### src/hdl/rdsbet_pkg.sv
`timescale 1ns / 1ps

package rdsbet_pkg;

  localparam int unsigned BlkBits  = 26;
  localparam int unsigned InfBits  = 16;
  localparam int unsigned ChkBits  = 10;

  localparam logic [10:0] GenPoly  = 11'h5B9;
  localparam logic [10:0] InjPoly  = 11'h31B;
  localparam logic [9:0]  TrapMask = 10'((1 << 5) - 1);

  // Split of the 26 serial syndrome steps over the pipeline stages.
  localparam int unsigned NumSynStages = 4;
  localparam int unsigned SynHi  [NumSynStages] = '{25, 18, 11, 5};
  localparam int unsigned SynLen [NumSynStages] = '{7, 7, 6, 6};

  // Split of the 26 trapping iterations over the pipeline stages.
  localparam int unsigned NumTrapStages = 4;
  localparam int unsigned TrapLo  [NumTrapStages] = '{0, 7, 14, 20};
  localparam int unsigned TrapLen [NumTrapStages] = '{7, 7, 6, 6};

  typedef enum logic [1:0] {
    StValid     = 2'd0,
    StCorrected = 2'd1,
    StUncorr    = 2'd2
  } status_e;

  typedef struct packed {
    logic clean;    // syndrome was zero on arrival
    logic trapped;  // burst was trapped within the allowed shifts
    logic chk_hit;  // correction pattern touches the checkword
  } tag_t;

  typedef struct packed {
    logic [9:0] syn;
    logic [4:0] cnt;
    logic       found;
  } trap_t;

  // One step of the syndrome register: shift, inject on a one bit, reduce.
  function automatic logic [9:0] syn_step(logic [9:0] s, logic b);
    logic [10:0] t;
    t = {s, 1'b0} ^ (b ? InjPoly : 11'd0);
    if (t[10]) begin
      t = t ^ GenPoly;
    end
    return t[9:0];
  endfunction

  // Runs n syndrome steps over block bits hi down to hi-n+1.
  function automatic logic [9:0] syn_run(logic [9:0] s, logic [25:0] blk,
                                         int unsigned hi, int unsigned n);
    logic [9:0]  r;
    logic [25:0] w;
    r = s;
    w = blk << (BlkBits - 1 - hi);
    for (int k = 0; k < 8; k++) begin
      if (k < n) begin
        r = syn_step(r, w[25-k]);
      end
    end
    return r;
  endfunction

  // Runs trapping iterations lo .. lo+n-1 until the low five bits clear.
  function automatic trap_t trap_run(trap_t t_in, int unsigned lo, int unsigned n);
    trap_t t;
    t = t_in;
    for (int k = 0; k < 8; k++) begin
      if (k < n && !t.found) begin
        if ((t.syn & TrapMask) == 10'd0) begin
          t.found = 1'b1;
          t.cnt   = 5'(lo + k);
        end else begin
          t.syn = syn_step(t.syn, 1'b0);
        end
      end
    end
    return t;
  endfunction

endpackage

### src/hdl/rdsbet_syn_pipe.sv
`timescale 1ns / 1ps

module rdsbet_syn_pipe
  import rdsbet_pkg::*;
(
  input  logic        clk_i,
  input  logic        rst_ni,
  input  logic        en_i,
  input  logic        valid_i,
  input  logic [25:0] block_i,
  input  tag_t        tag_i,
  output logic        valid_o,
  output logic [25:0] block_o,
  output logic [9:0]  syn_o,
  output tag_t        tag_o
);

  logic [NumSynStages-1:0] vld_q;
  logic [25:0]             blk_q [NumSynStages];
  logic [9:0]              syn_q [NumSynStages];
  tag_t                    tag_q [NumSynStages];

  for (genvar g = 0; g < NumSynStages; g++) begin : g_stage
    logic        vld_in;
    logic [25:0] blk_in;
    logic [9:0]  syn_in;
    tag_t        tag_in;
    logic [9:0]  syn_d;

    if (g == 0) begin : g_first
      assign vld_in = valid_i;
      assign blk_in = block_i;
      assign syn_in = 10'd0;
      assign tag_in = tag_i;
    end else begin : g_next
      assign vld_in = vld_q[g-1];
      assign blk_in = blk_q[g-1];
      assign syn_in = syn_q[g-1];
      assign tag_in = tag_q[g-1];
    end

    assign syn_d = syn_run(syn_in, blk_in, SynHi[g], SynLen[g]);

    always_ff @(posedge clk_i or negedge rst_ni) begin
      if (!rst_ni) begin
        vld_q[g] <= 1'b0;
      end else if (en_i) begin
        vld_q[g] <= vld_in;
      end
    end

    always_ff @(posedge clk_i) begin
      if (en_i && vld_in) begin
        blk_q[g] <= blk_in;
        syn_q[g] <= syn_d;
        tag_q[g] <= tag_in;
      end
    end
  end

  assign valid_o = vld_q[NumSynStages-1];
  assign block_o = blk_q[NumSynStages-1];
  assign syn_o   = syn_q[NumSynStages-1];
  assign tag_o   = tag_q[NumSynStages-1];

endmodule

### src/hdl/rdsbet_trap_pipe.sv
`timescale 1ns / 1ps

module rdsbet_trap_pipe
  import rdsbet_pkg::*;
(
  input  logic        clk_i,
  input  logic        rst_ni,
  input  logic        en_i,
  input  logic        valid_i,
  input  logic [25:0] block_i,
  input  logic [9:0]  syn_i,
  output logic        valid_o,
  output logic [25:0] fixed_o,
  output tag_t        tag_o
);

  logic [NumTrapStages-1:0] vld_q;
  logic [25:0]              blk_q   [NumTrapStages];
  trap_t                    st_q    [NumTrapStages];
  logic                     clean_q [NumTrapStages];

  for (genvar g = 0; g < NumTrapStages; g++) begin : g_stage
    logic        vld_in;
    logic [25:0] blk_in;
    trap_t       st_in;
    logic        clean_in;
    trap_t       st_d;

    if (g == 0) begin : g_first
      assign vld_in   = valid_i;
      assign blk_in   = block_i;
      assign st_in    = '{syn: syn_i, cnt: 5'd0, found: 1'b0};
      assign clean_in = (syn_i == 10'd0);
    end else begin : g_next
      assign vld_in   = vld_q[g-1];
      assign blk_in   = blk_q[g-1];
      assign st_in    = st_q[g-1];
      assign clean_in = clean_q[g-1];
    end

    assign st_d = trap_run(st_in, TrapLo[g], TrapLen[g]);

    always_ff @(posedge clk_i or negedge rst_ni) begin
      if (!rst_ni) begin
        vld_q[g] <= 1'b0;
      end else if (en_i) begin
        vld_q[g] <= vld_in;
      end
    end

    always_ff @(posedge clk_i) begin
      if (en_i && vld_in) begin
        blk_q[g]   <= blk_in;
        st_q[g]    <= st_d;
        clean_q[g] <= clean_in;
      end
    end
  end

  // The trapped burst sits at bits 25..16 and is rotated right by the shift count.
  trap_t       last;
  logic [25:0] burst;
  logic [51:0] dbl;
  logic [25:0] err;
  logic        vld_q_out;
  logic [25:0] fix_q;
  tag_t        tag_q;
  logic [25:0] fix_d;
  tag_t        tag_d;

  assign last  = st_q[NumTrapStages-1];
  assign burst = {last.syn, 16'd0};
  assign dbl   = {burst, burst} >> last.cnt;
  assign err   = last.found ? dbl[25:0] : 26'd0;
  assign fix_d = blk_q[NumTrapStages-1] ^ err;
  assign tag_d = '{clean:   clean_q[NumTrapStages-1],
                   trapped: last.found,
                   chk_hit: |err[ChkBits-1:0]};

  always_ff @(posedge clk_i or negedge rst_ni) begin
    if (!rst_ni) begin
      vld_q_out <= 1'b0;
    end else if (en_i) begin
      vld_q_out <= vld_q[NumTrapStages-1];
    end
  end

  always_ff @(posedge clk_i) begin
    if (en_i && vld_q[NumTrapStages-1]) begin
      fix_q <= fix_d;
      tag_q <= tag_d;
    end
  end

  assign valid_o = vld_q_out;
  assign fixed_o = fix_q;
  assign tag_o   = tag_q;

endmodule

### src/hdl/rds_block_error_trapping_decoder.sv
`timescale 1ns / 1ps

// RDS (26,16) block decoder with burst error trapping. Each transfer on the input
// carries one received block and the offset word of its expected position; each
// block yields exactly one result: the 16 info bits with status valid, corrected
// or uncorrectable (info reads zero when uncorrectable). The datapath is a fixed
// 14-stage pipeline: four stages of serial syndrome steps, four stages of trapping
// shifts, one correction stage, four stages that recompute the syndrome of the
// patched block, and the output register. A block can enter every cycle unless a
// result is held at the output, so the throughput is one block per cycle; the whole
// pipeline holds while a result waits at the output.
module rds_block_error_trapping_decoder
  import rdsbet_pkg::*;
(
  input  logic        clk_i,
  input  logic        rst_ni,
  input  logic        in_valid_i,
  output logic        in_ready_o,
  input  logic [25:0] received_block_i,
  input  logic [9:0]  offset_word_i,
  output logic        out_valid_o,
  input  logic        out_ready_i,
  output logic [15:0] info_word_o,
  output logic [1:0]  decode_status_o
);

  logic        en;
  logic [25:0] blk_in;

  logic        syn_vld;
  logic [25:0] syn_blk;
  logic [9:0]  syn_val;

  logic        trp_vld;
  logic [25:0] trp_fix;
  tag_t        trp_tag;

  logic        chk_vld;
  logic [25:0] chk_blk;
  logic [9:0]  chk_syn;
  tag_t        chk_tag;

  logic        out_valid_q;
  logic [15:0] info_q, info_d;
  status_e     status_q, status_d;

  assign en         = !out_valid_q || out_ready_i;
  assign in_ready_o = en;
  assign blk_in     = received_block_i ^ {16'd0, offset_word_i};

  rdsbet_syn_pipe u_syn (
    .clk_i   (clk_i),
    .rst_ni  (rst_ni),
    .en_i    (en),
    .valid_i (in_valid_i),
    .block_i (blk_in),
    .tag_i   ('0),
    .valid_o (syn_vld),
    .block_o (syn_blk),
    .syn_o   (syn_val),
    .tag_o   ()
  );

  rdsbet_trap_pipe u_trap (
    .clk_i   (clk_i),
    .rst_ni  (rst_ni),
    .en_i    (en),
    .valid_i (syn_vld),
    .block_i (syn_blk),
    .syn_i   (syn_val),
    .valid_o (trp_vld),
    .fixed_o (trp_fix),
    .tag_o   (trp_tag)
  );

  rdsbet_syn_pipe u_recheck (
    .clk_i   (clk_i),
    .rst_ni  (rst_ni),
    .en_i    (en),
    .valid_i (trp_vld),
    .block_i (trp_fix),
    .tag_i   (trp_tag),
    .valid_o (chk_vld),
    .block_o (chk_blk),
    .syn_o   (chk_syn),
    .tag_o   (chk_tag)
  );

  // A clean block passes through the trap stages unchanged.
  always_comb begin
    if (chk_tag.clean) begin
      status_d = StValid;
      info_d   = chk_blk[BlkBits-1:ChkBits];
    end else if (chk_tag.trapped && !chk_tag.chk_hit && chk_syn == 10'd0) begin
      status_d = StCorrected;
      info_d   = chk_blk[BlkBits-1:ChkBits];
    end else begin
      status_d = StUncorr;
      info_d   = 16'd0;
    end
  end

  always_ff @(posedge clk_i or negedge rst_ni) begin
    if (!rst_ni) begin
      out_valid_q <= 1'b0;
    end else if (en) begin
      out_valid_q <= chk_vld;
    end
  end

  always_ff @(posedge clk_i) begin
    if (en && chk_vld) begin
      info_q   <= info_d;
      status_q <= status_d;
    end
  end

  assign out_valid_o     = out_valid_q;
  assign info_word_o     = info_q;
  assign decode_status_o = status_q;

endmodule

### config.mk
export PLATFORM = sky130hd
export DESIGN_NAME = rds_block_error_trapping_decoder
export DESIGN_NICKNAME = d
export VERILOG_FILES = /design/src/hdl/rdsbet_pkg.sv /design/src/hdl/rdsbet_syn_pipe.sv /design/src/hdl/rdsbet_trap_pipe.sv /design/src/hdl/rds_block_error_trapping_decoder.sv
export SDC_FILE = /design/constraint.sdc
export NUM_CORES = 1
export LEC_CHECK = 0
export CORE_ASPECT_RATIO = 0.6
export CORE_MARGIN = 3
export CORE_UTILIZATION = 45
export CTS_CLUSTER_DIAMETER = 30
export DETAILED_ROUTE_END_ITERATION = 10
export DONT_BUFFER_PORTS = 1
export RECOVER_POWER = 50
export SLEW_MARGIN = 15
export SYNTH_ARGS = -nofsm -noshare
export SYNTH_HDL_FRONTEND = slang
export SYNTH_HIERARCHICAL = 1
export SYNTH_SLANG_ARGS = --single-unit
### constraint.sdc
create_clock -name clk_i -period 10.42 [get_ports clk_i]
set_input_delay 2.084 -clock clk_i [delete_from_list [all_inputs] [get_ports clk_i]]
set_output_delay 2.084 -clock clk_i [all_outputs]
set_load 0.01 [all_outputs]
==> results.ini, run 1 <==
[outcome]
status=finished, violations left
violations=capacitance limit, slew limit

[clock_tree]
cts_tree=built
cts_buffers=80
clock_path_buffers=3
ctsResizeCount=0
cts.sinks=516
ctsHoldBuffers=0
cts_root_buffer=clkbuf_16
postCtsSetupRepairBufs=0
htreeDepth=3
clk_pin_slew_ns=0.06
clock_latency_ns=0.60

[floorplan]
fp.dieH_um=191
start_util_pct=45.8
dieArea_um2=60200
row_count=67
ios=60
die_x_um=315
core-area_um2=56200

[setup_path]
end_kind=output pin
crit_cells=2
arrival_ns=3.07
critical_path.top_delay_family=buffers and inverters
crit_chain=nand2b_1 > clkbuf_1
cp_max_fo=29
rr_worst_depth=11
slowest_stage=clkbuf_1
crit_path_max_incr_delay_ns=0.91
crit_type=input pin to output pin
path_buf_inv=1
required_ns=8.34
cp-start-kind=input pin

[placement]
dpl.hpwl_um=38400
place_congestion=0.929
numPortBuffers=0
pre_cts_slack_ns=5.43

[synth]
synthCells=1955
ys_warn_count=6
syn_area_um2=25700
syn_avg_cell_area_um2=13.2
syn_nets=1995

[sta]
setup_ws_ns=5.26
fin_tns_setup_ns=0
fmax_ghz=0.194
grt_setup_unrepaired=no
relSlewSlack_pct=-30.2
finalMaxSlewViolations=134
setup_viol=0
fin_crit_sh_pct=49.5
period_needed_ns=5.16
max_slew.worst_pin.slew_ns=1.95
finalHoldViolations=0
finClkSkew_ns=0.0217

[routing]
drt-total-wl_um=53400
drc_errors=0
avgViaCountPerCell=5.56
wire_per_inst_um=19.2
dr.pass1.iters=7
drtAntennaViolNets=0
num_vias=15500
first_iter_violations=1508

[finish]
diodes=0
layout.nets=2005
area_growth_pct=11.8
drive_above_1_share_pct=11.1
utilization_pct=51.2

[global_route]
groute.usage.overall_pct=17.7
grt_start_max_net_pins=44
grt_pass1_wl_um=83900
antenna_found_initial=0
grt_pass1_vias=14400
overflow=0

[worst_hold_path]
hold_path_class=flop to flop
min_path_cells=0

[job]
drv_cap=4

[layer usage]
layer | global-route usage [%] | part of all wire (%) | vias up
li1 | - | - | 7354
met1 | 30.7 | 54 | 7488
met2 | 21.2 | 37 | 580
met3 | 4.36 | 7.6 | 59
met4 | 3.99 | 1.2 | 0
met5 | 0 | 0 | -
[path summary, 6_finish.rpt]
path	from	slack (ns)	endpoint
setup reg to reg	u_trap/st_q[2][6]$_DFFE_PP_	5.30	u_trap/st_q[3][11]$_DFFE_PP_
max in group asynchronous	rst_ni	9.17	u_syn/g_stage[2].vld_in$_DFFE_PN0P_
hold reg to reg	u_recheck/tag_q[1][0]$_DFFE_PP_	0.39	u_recheck/tag_q[2][0]$_DFFE_PP_
min in group asynchronous	rst_ni	1.17	u_syn/g_stage[1].vld_in$_DFFE_PN0P_
hold / removal	u_recheck/tag_q[1][0]$_DFFE_PP_	0.39	u_recheck/tag_q[2][0]$_DFFE_PP_
setup / recovery	out_ready_i	5.26	in_ready_o
[registers in the layout, summed over array words and instances (netlist names)]
name / count
u_recheck/g_stage.vld_in: 3
u_trap/blk_q: 104
u_trap/fixed_o: 26
info_word_o: 16
u_trap/st_q: 61
u_trap/g_stage.vld_in: 3
out_valid_o: 1
u_recheck/syn_q: 40
u_syn/g_stage.vld_in: 3
u_syn/blk_q: 104
u_syn/syn_q: 40
u_trap/tag_o: 3
u_recheck/valid_o: 1
u_syn/valid_o: 1
u_trap/vld_q: 1
u_trap/clean_q: 4
u_recheck/blk_q: 90
u_trap/valid_o: 1
u_recheck/tag_q: 12
decode_status_o: 2
[cell type report]
class,count,area (um^2)
Inverter,51,191
Sequential cell,516,15400
Timing Repair Buffer,14,86.3
Multi-Input combinational cell,1302,9600
Clock inverter,55,484
Tap cell,759,950
Clock buffer,87,2050
Fill cell,4823,27400
[cells in the final DEF (no fill, tap or decap), types with 9 or more instances in the layout]
cell	instances
a211oi_1	12
a21oi_1	64
a31oi_1	16
and2_1	23
and3_1	12
buf_4	9
clkbuf_1	11
clkbuf_16	81
clkinv_1	14
clkinv_2	9
dfrtp_1	14
edfxtp_1	502
inv_1	48
inv_6	12
mux2_2	26
mux2i_1	42
nand2_1	149
nand2b_1	14
nand3_1	34
nor2_1	80
nor3_1	30
nor3b_1	10
nor4_1	9
o211ai_1	24
o21a_1	14
o21ai_0	90
o21ai_1	11
o22ai_1	21
o41ai_1	18
or3_1	9
xnor2_1	262
xnor3_1	18
xor2_1	104
[per-stage QoR]
stage	std cells	area (um^2)	hold slack, ns
after floorplan	1955	25700	0.400
after global placement	2642	26400	0.401
after detailed placement	2642	26400	0.405
after CTS	2784	28900	0.391
after global routing	2784	28800	0.403
final	2784	28800	0.395
Power of run 1 is left out: the tool's default activity adds up to more than one toggle a clock period on the data nets, which glitch-free logic cannot reach.
==> inputs of run 2 (changes only) <==
clock period = 5.2 ns   (was 10.42 ns; I/O delays follow)
==> run 2 against run 1 <==
  * The flow still finishes with violations (capacitance limit, slew limit)
  * Flip-flop and latch count did not move
  * Non-clock buffer count rose by 22
  * Core utilization rose by 1.1 points
  * Setup slack got worse by 4.8 ns
  * Wire length fell by 0.55%
  * Clock-buffer cell count fell by 2
  * Sequential share of layout area fell by 1.1 points
  * Global-route usage barely moved
  * Register-to-register slack got worse by 4.8 ns
  * Hold slack got worse by 0.26 ns
  * Critical path depth rose by 9
  * Die area did not move
  * Critical path type is now flop to flop
==> results.ini, run 2 (same netlist as run 1, synthesis figures left out) <==
[routing]
wire_per_inst_um=18.9
first_iter_violations=1491
dr.pass1.iters=5
drtAntennaViolNets=0
num_vias=15400
avgViaCountPerCell=5.49
drc_errors=0
drt-total-wl_um=53100

[sta]
finClkSkew_ns=0.0240
fmax_ghz=0.212
setup_viol=0
relSlewSlack_pct=-31.2
period_needed_ns=4.71
fin_tns_setup_ns=0
grt_setup_unrepaired=no
fin_crit_sh_pct=90.6
finalHoldViolations=0
max_slew.worst_pin.slew_ns=1.97
finalMaxSlewViolations=207

[clock_tree]
clock_latency_ns=0.59
htreeDepth=3
cts_tree=built
cts_buffers=78
ctsResizeCount=0
clock_path_buffers=3
cts.sinks=516
ctsHoldBuffers=0
cts_root_buffer=clkbuf_16
postCtsSetupRepairBufs=0
clk_pin_slew_ns=0.06

[setup_path]
cp-start-kind=flop
required_ns=5.53
critical_path.top_delay_family=simple AND/OR/NAND/NOR gates
cp_max_fo=17
crit_chain=or4_1 > a22o_2 > o31ai_1 > and3_2 > o21ai_1 > o21a_1 > a221oi_1 > nand2_1 > or2_2 > o21ai_2 > mux2_2
crit_type=flop to flop
path_buf_inv=0
arrival_ns=5.03
end_kind=flop
crit_path_max_incr_delay_ns=0.90
slowest_stage=or4_1

[floorplan]
row_count=67
core-area_um2=56200
die_x_um=315
dieArea_um2=60200
start_util_pct=45.8
ios=60
fp.dieH_um=191

[placement]
dpl.hpwl_um=38400
numPortBuffers=0
place_congestion=0.918

[finish]
area_growth_pct=14.1
layout.nets=2025
multiInputGateArea_um2=9700
diodes=0
mostFrequentLayoutCells=502 x edfxtp_1, 262 x xnor2_1, 149 x nand2_1, 102 x xor2_1, 90 x o21ai_0
fillers=4737
final_common_cell=edfxtp_1
seqCellArea_um2=15400
drive_above_1_share_pct=13.4
reg_top3=u_syn/blk_q: 104 flops, u_trap/blk_q: 104 flops, u_recheck/blk_q: 90 flops

[global_route]
use_met1_pct=30.0
antenna_found_initial=0
grt_use_met3_pct=5.26
groute.usage.overall_pct=17.7
grt.busiest_layer=met1
grtUsageMet2_pct=21.5
grt_start_max_net_pins=44
grt_pass1_wl_um=84400
grt_pass1_vias=14600
overflow=0

[job]
drv_cap=6

[outcome]
status=finished, violations left
violations=capacitance limit, slew limit

[worst_hold_path]
hold_path_class=input pin to async pin

run 2: worst paths after layout:
path | startpoint | endpoint | slack, ns | cells past startpoint
setup / recovery | u_trap/st_q[0][6]$_DFFE_PP_ | u_trap/st_q[1][15]$_DFFE_PP_ | 0.49 | 11
hold / removal | rst_ni | out_valid_o$_DFFE_PN0N_ | 0.14 | 0
setup reg to reg | u_trap/st_q[0][6]$_DFFE_PP_ | u_trap/st_q[1][15]$_DFFE_PP_ | 0.49 | 11
hold reg to reg | u_recheck/tag_q[0][0]$_DFFE_PP_ | u_recheck/tag_q[1][0]$_DFFE_PP_ | 0.40 | 0
max in group asynchronous | rst_ni | u_recheck/g_stage[1].vld_in$_DFFE_PN0P_ | 4.98 | 0
min in group clk_i | u_recheck/tag_q[0][0]$_DFFE_PP_ | u_recheck/tag_q[1][0]$_DFFE_PP_ | 0.40 | 0
run 2: cell type report:
type                       instances  share of cell area [%]
multi-input combinational       1302                    33.0
inverter                          51                   0.651
timing repair buffer              36                   0.830
clock inverter                    61                    2.92
tap                              759                    3.23
clock buffer                      85                    6.88
sequential                       516                    52.5
run 2: worst reg2reg max path, stage by stage (launching register included):
cell      delay (ns)
edfxtp_1        0.52
or4_1           0.91
a22o_2          0.40
o31ai_1         0.14
and3_2          0.44
o21ai_1         0.16
o21a_1          0.22
a221oi_1        0.47
nand2_1         0.23
or2_2           0.36
o21ai_2         0.25
mux2_2          0.37
run 2: layer usage:
metal / routed length (um) / vias up / share of wire, %
li1: - / 7404 / -
met2: 19700 / 531 / 37
met5: 0 / - / 0
met4: 577 / 0 / 1.1
met1: 28400 / 7439 / 53
met3: 4440 / 53 / 8.4
run 2: through the flow:
step	instances	hold WS, ns	setup WS, ns	instance area, um^2	util [%]
2_1_floorplan	1955	0.400	1.26	25700	-
3_3_place_gp	2664	0.400	0.512	26500	47.3
3_5_place_dp	2664	0.405	0.635	26500	47.3
4_1_cts	2810	0.101	0.584	29400	52.4
5_1_grt	2810	0.0979	0.206	29400	52.3
6_report	2810	0.137	0.491	29400	52.3
Power of run 2 is left out for the same reason.
==> inputs of run 3 (changes only) <==
RECOVER_POWER = 100   (was 50)
SETUP_SLACK_MARGIN = 0.3   (was default)
==> run 3 against run 2 <==
  * The run still ends with capacitance limit, slew limit left
  * Core utilization fell by 0.17 points
  * Via count barely moved
  * Cell count barely moved
  * Critical path depth did not move
  * Highest routed layer unchanged
  * Register-to-register slack got worse by 0.11 ns
==> results.ini, run 3 (same netlist as run 1, synthesis figures left out) <==
[floorplan]
core-area_um2=56200
fp.dieH_um=191
ios=60
dieArea_um2=60200
die_x_um=315
start_util_pct=45.8
row_count=67

[sta]
period_needed_ns=4.82
setup_viol=0
grt_setup_unrepaired=no
finClkSkew_ns=0.0221
finalMaxSlewViolations=497
fmax_ghz=0.207
finalHoldViolations=0
fin_crit_sh_pct=92.7
relSlewSlack_pct=-91.1
fin_tns_setup_ns=0
max_slew.worst_pin.slew_ns=2.87
setup_ws_ns=0.378

[setup_path]
crit_chain=or4_1 > or3_1 > a31oi_4 > nor2_1 > or2_0 > or3_1 > a211o_2 > and2_1 > a221o_2 > o211ai_2 > o21ai_0
arrival_ns=5.12
r2r_slack_ns=0.38
required_ns=5.50
crit_type=flop to flop
slowest_stage=or4_1
crit_path_max_incr_delay_ns=0.90
end_kind=flop
cp-start-kind=flop
cp_max_fo=17
path_common_cell=or3_1

[global_route]
antenna_found_initial=0
grt_pass1_wl_um=84400
use_met1_pct=30.0
grtUsageMet2_pct=21.5
grt_pass1_vias=14600
grt.busiest_layer=met1
grt_use_met3_pct=5.26
grt_start_max_net_pins=44
groute.usage.overall_pct=17.7
overflow=0

[outcome]
violations=capacitance limit, slew limit
status=finished, violations left

[placement]
place_congestion=0.918
numPortBuffers=0
pre_cts_slack_ns=0.635
dpl.hpwl_um=38400
place_area_um2=26500

[clock_tree]
cts.sinks=516
cts_tree=built
cts_root_buffer=clkbuf_16
htreeDepth=3
ctsHoldBuffers=0
clock_latency_ns=0.59
clk_pin_slew_ns=0.06
clock_path_buffers=3
cts_buffers=78

[finish]
reg_top3=u_syn/blk_q: 104 flops, u_trap/blk_q: 104 flops, u_recheck/blk_q: 90 flops
final_area_um2=29300
area_growth_pct=13.8
diodes=0
final_common_cell=edfxtp_1
layout.nets=2027
mostFrequentLayoutCells=502 x edfxtp_1, 262 x xnor2_1, 149 x nand2_1, 104 x xor2_1, 95 x o21ai_0
drive_above_1_share_pct=12.1

[routing]
drt-total-wl_um=53000
num_vias=15400
first_iter_violations=1527
drc_errors=0
wire_per_inst_um=18.9
dr.pass1.iters=5
drtAntennaViolNets=0
avgViaCountPerCell=5.49

[job]
drv_cap=13

[worst_hold_path]
hold_path_class=input pin to async pin

[run 3: cell types whose count changed in the layout (fill, tap and decap cells not counted), sizes merged]
cell | before | now
buf | 29 | 27
clkbuf | 92 | 96
[run 3: area by class of cell]
cell class	instances	area [um^2]
multi-input combinational	1302	9590
tap	759	950
clock buffer	85	2020
inverter	51	191
fill	4769	26900
clock inverter	61	858
sequential	516	15400
timing repair buffer	38	256
[run 3: per-stage QoR]
step | instances | hold WS (ns) | util [%]
after floorplan | 1955 | 0.400 | -
after global placement | 2664 | 0.400 | 47.3
after detailed placement | 2664 | 0.405 | 47.3
after CTS | 2810 | 0.101 | 52.4
after global routing | 2812 | 0.0979 | 52.2
final | 2812 | 0.134 | 52.2
[run 3: timing repair]
item,in CTS,in global routing
resized for setup,0,3
setup buffers,0,2
setup endpoints to repair,0,11
[run 3: final timing paths]
path | start | to | depth (start not counted)
max in group asynchronous | rst_ni | u_recheck/g_stage[1].vld_in$_DFFE_PN0P_ | 0
min in group clk_i | u_recheck/tag_q[0][0]$_DFFE_PP_ | u_recheck/tag_q[1][0]$_DFFE_PP_ | 0
hold / removal | rst_ni | u_syn/g_stage[1].vld_in$_DFFE_PN0P_ | 0
setup / recovery | u_trap/st_q[0][6]$_DFFE_PP_ | u_trap/st_q[1][12]$_DFFE_PP_ | 11
setup reg to reg | u_trap/st_q[0][6]$_DFFE_PP_ | u_trap/st_q[1][12]$_DFFE_PP_ | 11
hold reg to reg | u_recheck/tag_q[0][0]$_DFFE_PP_ | u_recheck/tag_q[1][0]$_DFFE_PP_ | 0
[run 3: routing by layer]
metal / routed length, um / share of wire [%]
met1: 28400 / 53
met2: 19700 / 37
met3: 4420 / 8.3
met4: 588 / 1.1
met5: 0 / 0
[run 3: critical path: cells and delay by family (launching register included)]
family           cells  cell delay [ns]
AND/OR/NAND/NOR      6             2.62
AO/OA/AOI/OAI        5             1.39
flip-flops           1             0.51
Power of run 3 is left out for the same reason.
